File: config.mk
export PLATFORM = sky130hd
export DESIGN_NAME = adc_window_rms_meter_flat
export DESIGN_NICKNAME = d
export VERILOG_FILES = /design/src/rtl/arwm_pkg.sv /design/src/rtl/arwm_if.sv /design/src/rtl/arwm_mul.sv /design/src/rtl/arwm_cmp_sub.sv /design/src/rtl/adc_window_rms_meter.sv /design/src/flat_wrapper.sv
export SDC_FILE = /design/constraint.sdc
export NUM_CORES = 1
export LEC_CHECK = 0
export BUFFER_PORTS_ARGS = -buffer_cell sky130_fd_sc_hd__buf_4
export CORE_ASPECT_RATIO = 0.5
export CORE_UTILIZATION = 55
export CTS_CLUSTER_SIZE = 10
export DETAILED_ROUTE_END_ITERATION = 10
export PLACE_DENSITY = 0.74
export SYNTH_ARGS = -nofsm -noshare
export SYNTH_HDL_FRONTEND = slang
export SYNTH_HIERARCHICAL = 1
export SYNTH_SLANG_ARGS = --single-unit
File: constraint.sdc
create_clock -name clk -period 22.5 [get_ports clk]
set_input_delay 2.25 -clock clk [delete_from_list [all_inputs] [get_ports clk]]
set_output_delay 2.25 -clock clk [all_outputs]
set_load 0.02 [all_outputs]
File: src/rtl/arwm_pkg.sv
package arwm_pkg;

    // Field and register widths.
    localparam int SAMPLE_W = 10;
    localparam int RMS_W    = 19;
    localparam int CHAN_W   = 2;
    localparam int SKIP_W   = 12;
    localparam int ROW_W    = 13;
    localparam int CFG_W    = 13;
    localparam int CFG_IDX_W = 2;

    // Datapath widths.
    localparam int DIFF_W   = 10;   // |sample - 512| is at most 512
    localparam int SQ_W     = 20;   // square of the offset
    localparam int SUM_W    = 31;   // running sum of squares
    localparam int MUL_A_W  = 31;
    localparam int MUL_B_W  = 20;
    localparam int PROD_W   = MUL_A_W + MUL_B_W;
    localparam int RAD_W    = 38;   // sum * 1e6 / rows stays below 2**38
    localparam int ROOT_W   = RAD_W / 2;
    localparam int REM_W    = ROOT_W + 2;
    localparam int STEP_W   = 6;

    localparam int DIV_STEPS  = PROD_W;
    localparam int ROOT_STEPS = ROOT_W;

    // Constants of the measurement.
    localparam logic [SAMPLE_W-1:0] MIDSCALE   = SAMPLE_W'(512);
    localparam logic [MUL_B_W-1:0]  SCALE_SQ   = MUL_B_W'(1000000);
    localparam logic [ROW_W-1:0]    MAX_WINDOW = ROW_W'(4096);
    localparam int                  CHANNELS   = 4;

    // Reset values of the configuration registers.
    localparam logic [CHAN_W-1:0] CHAN_RESET = '0;
    localparam logic [SKIP_W-1:0] SKIP_RESET = '0;
    localparam logic [ROW_W-1:0]  WIN_RESET  = ROW_W'(1000);

    // Configuration register indexes.
    localparam logic [CFG_IDX_W-1:0] CFG_CHANNEL_SELECT = 2'd0;
    localparam logic [CFG_IDX_W-1:0] CFG_SKIP_ROWS      = 2'd1;
    localparam logic [CFG_IDX_W-1:0] CFG_WINDOW_LENGTH  = 2'd2;

endpackage

File: src/rtl/arwm_if.sv
interface arwm_row_if import arwm_pkg::*; ();
    logic                valid;
    logic                ready;
    logic [SAMPLE_W-1:0] sample_ch0;
    logic [SAMPLE_W-1:0] sample_ch1;
    logic [SAMPLE_W-1:0] sample_ch2;
    logic [SAMPLE_W-1:0] sample_ch3;

    modport source (output valid, sample_ch0, sample_ch1, sample_ch2, sample_ch3,
                    input ready);
    modport sink   (input valid, sample_ch0, sample_ch1, sample_ch2, sample_ch3,
                    output ready);
endinterface

interface arwm_level_if import arwm_pkg::*; ();
    logic             valid;
    logic             ready;
    logic [RMS_W-1:0] rms_milli;

    modport source (output valid, rms_milli, input ready);
    modport sink   (input valid, rms_milli, output ready);
endinterface

File: src/rtl/arwm_mul.sv
module arwm_mul import arwm_pkg::*;
(
    input  logic [MUL_A_W-1:0] a,
    input  logic [MUL_B_W-1:0] b,
    output logic [PROD_W-1:0]  p
);

    // Unsigned multiplier shared by the squaring and the scaling step.
    assign p = PROD_W'(a) * PROD_W'(b);

endmodule

File: src/rtl/arwm_cmp_sub.sv
module arwm_cmp_sub import arwm_pkg::*;
(
    input  logic [REM_W-1:0] a,
    input  logic [REM_W-1:0] b,
    output logic [REM_W-1:0] diff,
    output logic             ge
);

    logic [REM_W:0] wide;

    // One trial subtraction: the borrow out tells whether a >= b.
    assign wide = {1'b0, a} - {1'b0, b};
    assign ge   = ~wide[REM_W];
    assign diff = wide[REM_W-1:0];

endmodule

File: src/rtl/adc_window_rms_meter.sv
// A skipped row is taken while the block stays idle; a row inside the window
// passes through the accumulate state, and the last row of a window then runs
// the scale, divide, root and done states, the steps of the divide and root
// on the shared subtract unit. One row per cycle while skipping; in a window
// the next row waits out the accumulate state. Reset (rst_n low, asynchronous)
// clears sum, row count, phase and output valid flag, loads register defaults.
module adc_window_rms_meter import arwm_pkg::*;
(
    input  logic                 clk,
    input  logic                 rst_n,
    input  logic                 cfg_we,
    input  logic [CFG_IDX_W-1:0] cfg_index,
    input  logic [CFG_W-1:0]     cfg_data,
    arwm_row_if.sink             row,
    arwm_level_if.source         level
);

    // The sequencer walks one request through these states. Rows outside the
    // window and rows that do not close it return to idle quickly; the row
    // that closes a window runs the scale, divide and root phases.
    typedef enum logic [5:0] {
        ST_IDLE   = 6'b000001,
        ST_ACCUM  = 6'b000010,
        ST_SCALE  = 6'b000100,
        ST_DIVIDE = 6'b001000,
        ST_ROOT   = 6'b010000,
        ST_DONE   = 6'b100000
    } state_t;

    state_t              state_reg, state_next;

    logic [CHAN_W-1:0]   chan_reg, chan_next;
    logic [SKIP_W-1:0]   skip_reg, skip_next;
    logic [ROW_W-1:0]    win_reg, win_next;

    logic [SUM_W-1:0]    sum_reg, sum_next;
    logic [ROW_W-1:0]    row_cnt_reg, row_cnt_next;
    logic                in_window_reg, in_window_next;

    logic [SQ_W-1:0]     prod_reg, prod_next;
    logic [PROD_W-1:0]   acc_reg, acc_next;
    logic [REM_W-1:0]    rem_reg, rem_next;
    logic [ROOT_W-1:0]   root_reg, root_next;
    logic [STEP_W-1:0]   step_reg, step_next;

    logic                out_valid_reg, out_valid_next;
    logic [RMS_W-1:0]    out_data_reg, out_data_next;

    logic [SAMPLE_W-1:0] sample_sel;
    logic [DIFF_W-1:0]   offset;
    logic [ROW_W-1:0]    eff_win;
    logic [ROW_W-1:0]    row_cnt_inc;
    logic                row_accept;
    logic                level_accept;

    logic [MUL_A_W-1:0]  mul_a;
    logic [MUL_B_W-1:0]  mul_b;
    logic [PROD_W-1:0]   mul_p;

    logic [REM_W-1:0]    cs_a;
    logic [REM_W-1:0]    cs_b;
    logic [REM_W-1:0]    cs_diff;
    logic                cs_ge;

    assign row.ready    = (state_reg == ST_IDLE);
    assign row_accept   = row.valid && row.ready;
    assign level.valid  = out_valid_reg;
    assign level.rms_milli = out_data_reg;
    assign level_accept = level.valid && level.ready;

    // Channel select is two bits wide, so it already wraps over the four
    // channels of a row.
    always_comb
    begin
        case (chan_reg)
            2'd0:    sample_sel = row.sample_ch0;
            2'd1:    sample_sel = row.sample_ch1;
            2'd2:    sample_sel = row.sample_ch2;
            default: sample_sel = row.sample_ch3;
        endcase
    end

    // Distance from midscale; 512 itself still fits in ten bits.
    assign offset = (sample_sel >= MIDSCALE) ? DIFF_W'(sample_sel - MIDSCALE)
                                             : DIFF_W'(MIDSCALE - sample_sel);

    // A window length of zero counts as one row; lengths above the maximum
    // are clamped.
    always_comb
    begin
        if (win_reg == '0)
        begin
            eff_win = ROW_W'(1);
        end
        else if (win_reg > MAX_WINDOW)
        begin
            eff_win = MAX_WINDOW;
        end
        else
        begin
            eff_win = win_reg;
        end
    end

    assign row_cnt_inc = row_cnt_reg + ROW_W'(1);

    // The one multiplier squares the offset on a row request and scales the
    // sum by one million at the end of a window.
    always_comb
    begin
        if (state_reg == ST_SCALE)
        begin
            mul_a = sum_reg;
            mul_b = SCALE_SQ;
        end
        else
        begin
            mul_a = MUL_A_W'(offset);
            mul_b = MUL_B_W'(offset);
        end
    end

    arwm_mul u_mul
    (
        .a (mul_a),
        .b (mul_b),
        .p (mul_p)
    );

    // The compare-subtract unit serves both long phases. During the divide
    // it takes the partial remainder with the next dividend bit against the
    // row count. During the root it takes the remainder with the next two
    // radicand bits against the trial value {root, 01}.
    always_comb
    begin
        if (state_reg == ST_ROOT)
        begin
            cs_a = {rem_reg[REM_W-3:0], acc_reg[RAD_W-1 -: 2]};
            cs_b = {root_reg, 2'b01};
        end
        else
        begin
            cs_a = {rem_reg[REM_W-2:0], acc_reg[PROD_W-1]};
            cs_b = REM_W'(row_cnt_reg);
        end
    end

    arwm_cmp_sub u_cmp_sub
    (
        .a    (cs_a),
        .b    (cs_b),
        .diff (cs_diff),
        .ge   (cs_ge)
    );

    always_comb
    begin
        state_next     = state_reg;
        chan_next      = chan_reg;
        skip_next      = skip_reg;
        win_next       = win_reg;
        sum_next       = sum_reg;
        row_cnt_next   = row_cnt_reg;
        in_window_next = in_window_reg;
        prod_next      = prod_reg;
        acc_next       = acc_reg;
        rem_next       = rem_reg;
        root_next      = root_reg;
        step_next      = step_reg;
        out_valid_next = out_valid_reg;
        out_data_next  = out_data_reg;

        // The user must write registers only while the block is idle; the block itself does not enforce this.
        if (cfg_we)
        begin
            unique case (cfg_index)
                CFG_CHANNEL_SELECT: chan_next = cfg_data[CHAN_W-1:0];
                CFG_SKIP_ROWS:      skip_next = cfg_data[SKIP_W-1:0];
                CFG_WINDOW_LENGTH:  win_next  = cfg_data[ROW_W-1:0];
                default:            ;
            endcase
        end

        if (level_accept)
        begin
            out_valid_next = 1'b0;
        end

        unique case (state_reg)
            ST_IDLE:
            begin
                if (row_accept)
                begin
                    if (!in_window_reg && (row_cnt_reg < ROW_W'(skip_reg)))
                    begin
                        // Row discarded before the window opens.
                        row_cnt_next = row_cnt_inc;
                    end
                    else
                    begin
                        if (!in_window_reg)
                        begin
                            in_window_next = 1'b1;
                            row_cnt_next   = '0;
                            sum_next       = '0;
                        end
                        prod_next  = mul_p[SQ_W-1:0];
                        state_next = ST_ACCUM;
                    end
                end
            end

            ST_ACCUM:
            begin
                sum_next     = sum_reg + SUM_W'(prod_reg);
                row_cnt_next = row_cnt_inc;
                if (row_cnt_inc >= eff_win)
                begin
                    state_next = ST_SCALE;
                end
                else
                begin
                    state_next = ST_IDLE;
                end
            end

            ST_SCALE:
            begin
                acc_next   = mul_p;
                rem_next   = '0;
                step_next  = '0;
                state_next = ST_DIVIDE;
            end

            ST_DIVIDE:
            begin
                // Restoring division, one quotient bit per cycle shifted into
                // the low end of the accumulator.
                acc_next  = {acc_reg[PROD_W-2:0], cs_ge};
                rem_next  = cs_ge ? cs_diff : cs_a;
                step_next = step_reg + STEP_W'(1);
                if (step_reg == STEP_W'(DIV_STEPS - 1))
                begin
                    rem_next   = '0;
                    root_next  = '0;
                    step_next  = '0;
                    state_next = ST_ROOT;
                end
            end

            ST_ROOT:
            begin
                // Digit-by-digit square root, one result bit per cycle.
                acc_next  = {acc_reg[PROD_W-3:0], 2'b00};
                rem_next  = cs_ge ? cs_diff : cs_a;
                root_next = {root_reg[ROOT_W-2:0], cs_ge};
                step_next = step_reg + STEP_W'(1);
                if (step_reg == STEP_W'(ROOT_STEPS - 1))
                begin
                    state_next = ST_DONE;
                end
            end

            ST_DONE:
            begin
                // Hand the result over once the output register is free,
                // then go back to skipping.
                if (!out_valid_reg || level.ready)
                begin
                    out_valid_next = 1'b1;
                    out_data_next  = RMS_W'(root_reg);
                    sum_next       = '0;
                    row_cnt_next   = '0;
                    in_window_next = 1'b0;
                    state_next     = ST_IDLE;
                end
            end

            default:
            begin
                state_next = ST_IDLE;
            end
        endcase
    end

    always_ff @(posedge clk or negedge rst_n)
    begin
        if (!rst_n)
        begin
            state_reg     <= ST_IDLE;
            chan_reg      <= CHAN_RESET;
            skip_reg      <= SKIP_RESET;
            win_reg       <= WIN_RESET;
            sum_reg       <= '0;
            row_cnt_reg   <= '0;
            in_window_reg <= 1'b0;
            step_reg      <= '0;
            out_valid_reg <= 1'b0;
        end
        else
        begin
            state_reg     <= state_next;
            chan_reg      <= chan_next;
            skip_reg      <= skip_next;
            win_reg       <= win_next;
            sum_reg       <= sum_next;
            row_cnt_reg   <= row_cnt_next;
            in_window_reg <= in_window_next;
            step_reg      <= step_next;
            out_valid_reg <= out_valid_next;
        end
    end

    always_ff @(posedge clk)
    begin
        prod_reg     <= prod_next;
        acc_reg      <= acc_next;
        rem_reg      <= rem_next;
        root_reg     <= root_next;
        out_data_reg <= out_data_next;
    end

endmodule

File: src/flat_wrapper.sv
// flat-port wrapper written by rule: the top's interface ports become plain ports
module adc_window_rms_meter_flat import arwm_pkg::*;
  (clk, rst_n, cfg_we, cfg_index, cfg_data, row_valid, row_sample_ch0, row_sample_ch1, row_sample_ch2, row_sample_ch3, row_ready, level_valid, level_rms_milli, level_ready);
  arwm_row_if row_i ();
  arwm_level_if level_i ();
  input  logic clk;
  input  logic rst_n;
  input  logic cfg_we;
  input  logic [CFG_IDX_W-1:0] cfg_index;
  input  logic [CFG_W-1:0] cfg_data;
  input wire logic [$bits(row_i.valid)-1:0] row_valid;
  input wire logic [$bits(row_i.sample_ch0)-1:0] row_sample_ch0;
  input wire logic [$bits(row_i.sample_ch1)-1:0] row_sample_ch1;
  input wire logic [$bits(row_i.sample_ch2)-1:0] row_sample_ch2;
  input wire logic [$bits(row_i.sample_ch3)-1:0] row_sample_ch3;
  output wire logic [$bits(row_i.ready)-1:0] row_ready;
  output wire logic [$bits(level_i.valid)-1:0] level_valid;
  output wire logic [$bits(level_i.rms_milli)-1:0] level_rms_milli;
  input wire logic [$bits(level_i.ready)-1:0] level_ready;
  assign row_i.valid = row_valid;
  assign row_i.sample_ch0 = row_sample_ch0;
  assign row_i.sample_ch1 = row_sample_ch1;
  assign row_i.sample_ch2 = row_sample_ch2;
  assign row_i.sample_ch3 = row_sample_ch3;
  assign row_ready = row_i.ready;
  assign level_valid = level_i.valid;
  assign level_rms_milli = level_i.rms_milli;
  assign level_i.ready = level_ready;
  adc_window_rms_meter u_core (.clk(clk), .rst_n(rst_n), .cfg_we(cfg_we), .cfg_index(cfg_index), .cfg_data(cfg_data), .row(row_i), .level(level_i));
endmodule
==> out/results.ini <==
[logic_synthesis]
avgSynthCellArea_um2 = 9.15
synth_cells = 3627
syn-cell-area_um2 = 33200
yosys_warnings = 6

[global_route]
grt_pass1_wl_um = 136000
grt_pass1_vias = 25500
grt_max_degree = 98
grt-ovfl-total = 0
antenna_found_initial = 2
track_usage_pct = 28.0

[outcome]
status = completed

[route]
drt_pass1_iterations = 7
dr_total_vias = 25100
viasPerCell = 5.65
drc_errors = 0
postRouteWirelength_um = 84400
ant_nets = 0
detail_route.wl_per_cell_um = 19.0
drt_first_iter_violations = 2068

[flow_run]
drv_cap = 0

[floorplan]
start_util_pct = 55.8
die_h_um = 176
core_um2 = 59400
io_pins = 81
die_w_um = 349
die_area_um2 = 61400
std_cell_rows = 63

[setup_path]
cp-start-kind = register
cp.arrival_ns = 10.97
required_ns = 22.79
path_max_fanout = 97
endpoint_kind = register
critical_path_class = register to register

[cts]
htree_levels = 1
cts_resized = 0
cts_tree = built
cts-root-buf = clkbuf_16
clockBufferDepth = 3
insertion_delay_ns = 0.55
cts_buffers = 26
hold_buffers = 0
postCtsSetupBuffers = 0
clock-sinks = 214
path_clk_slew_ns = 0.06

[hold_path]
hold_class = register to register

[sta]
hold_viol = 0
fin_crit_sh_pct = 47.5
fin_skew_ns = 0.0198
max_freq_mhz = 93.6
worst_slew_pin_slew_ns = 1.25
maxSlewViolCount = 0
finalSetupTns_ns = 0
relSlewSlack_pct = 16.8
rsz0062_at_grt = no
setup_viol = 0
fin_crit_ns = 10.68

[final_layout]
multi_input_area_um2 = 24100
area_delta_synth_final_pct = 6.29
num_antenna_cells = 0
regArea_um2 = 6010
layout-drive-gt1-share_pct = 7.14
postLayoutCellArea_um2 = 35300
largest_reg_flops = 51
layout.nets = 4418
fillCellCount = 5125

[placement]
io_buffer_count = 80
place_area_um2 = 34500
detailed_place_hpwl_um = 64600
gp_congestion = 0.924

final timing paths:
check | from | to | slack [ns] | depth (start not counted)
max in group asynchronous | rst_n | u_core/sum_reg[22]$_DFFE_PN0P_ | 19.75 | 2
min in group asynchronous | rst_n | u_core/chan_reg[0]$_DFFE_PN0P_ | 1.50 | 1
max reg2reg | u_core/state_reg[1]$_DFFE_PN0P_ | u_core/acc_reg[38]$_DFFE_PP_ | 11.82 | 27
max | u_core/state_reg[1]$_DFFE_PN0P_ | u_core/acc_reg[38]$_DFFE_PP_ | 11.82 | 27
min | u_core/root_reg[8]$_SDFFCE_PN0P_ | u_core/level.rms_milli[8]$_DFFE_PP_ | 0.44 | 0
min reg2reg | u_core/root_reg[8]$_SDFFCE_PN0P_ | u_core/level.rms_milli[8]$_DFFE_PP_ | 0.44 | 0
cells in the final DEF (no fill, tap or decap), drive strengths merged, types with 8 or more instances in the layout:
cell type and count:
inv 640, nand2 572, fa 520, and2 358
ha 230, buf 129, edfxtp 129, a21oi 115
nor2 105, dfrtp 78, xnor2 75, o21ai 67
a21o 60, a22oi 48, clkbuf 46, nor3 45
nand3 32, xor2 31, nor2b 28, mux2 27
conb 20, a31oi 19, o21a 19, a22o 18
nand4 15, nand2b 14, and3 13, a211o 11
mux4 10, nor4 10, o211ai 9, o21bai 9
o31ai 9, nand3b 8, o22ai 8
worst max-delay path: stages, from the launching register on:
cell	delay, ns
dfrtp_1	0.44
or4_1	0.60
or3b_1	0.39
buf_4	0.23
inv_4	0.62
buf_4	0.76
and2_1	1.02
nand2_1	0.22
fa_1	0.58
fa_1	0.48
fa_1	0.54
inv_1	0.05
fa_1	0.45
fa_1	0.50
fa_1	0.50
inv_1	0.05
fa_1	0.48
inv_1	0.04
ha_1	0.48
nand4_1	0.18
or3_1	0.41
o22ai_1	0.18
nor3_1	0.08
a21oi_1	0.27
nor2_1	0.11
o21ai_0	0.24
xor2_1	0.10
a221o_1	0.33
cell type report:
cell class                 instances  area share [%]
multi-input combinational       2597            68.2
sequential                       214            17.0
inverter                         640            6.82
tap                              812            2.88
timing repair buffer             129            2.75
clock buffer                      46            2.17
clock inverter                     2          0.0993
per-stage QoR:
stage / cells / hold slack, ns / util (%) / setup WS [ns]
5_1_grt: 4440 / 0.466 / 59.3 / 11.25
2_1_floorplan: 3646 / 0.417 / - / 12.60
3_3_place_gp: 4392 / 0.425 / 58.0 / 11.62
3_5_place_dp: 4392 / 0.426 / 58.0 / 11.42
6_report: 4440 / 0.436 / 59.3 / 11.82
4_1_cts: 4440 / 0.442 / 59.3 / 11.77
per-layer routing:
metal | share of wire (%) | vias up | global-route usage [%]
met2 | 45 | 960 | 44.7
met4 | 3.2 | 0 | 8.26
met1 | 43 | 12600 | 39.7
met3 | 7.9 | 163 | 4.33
li1 | - | 11300 | -
met5 | 0 | - | 0
Power is not shown: default switching activity piles up to over one toggle a cycle in this logic, so the estimate is an artifact.
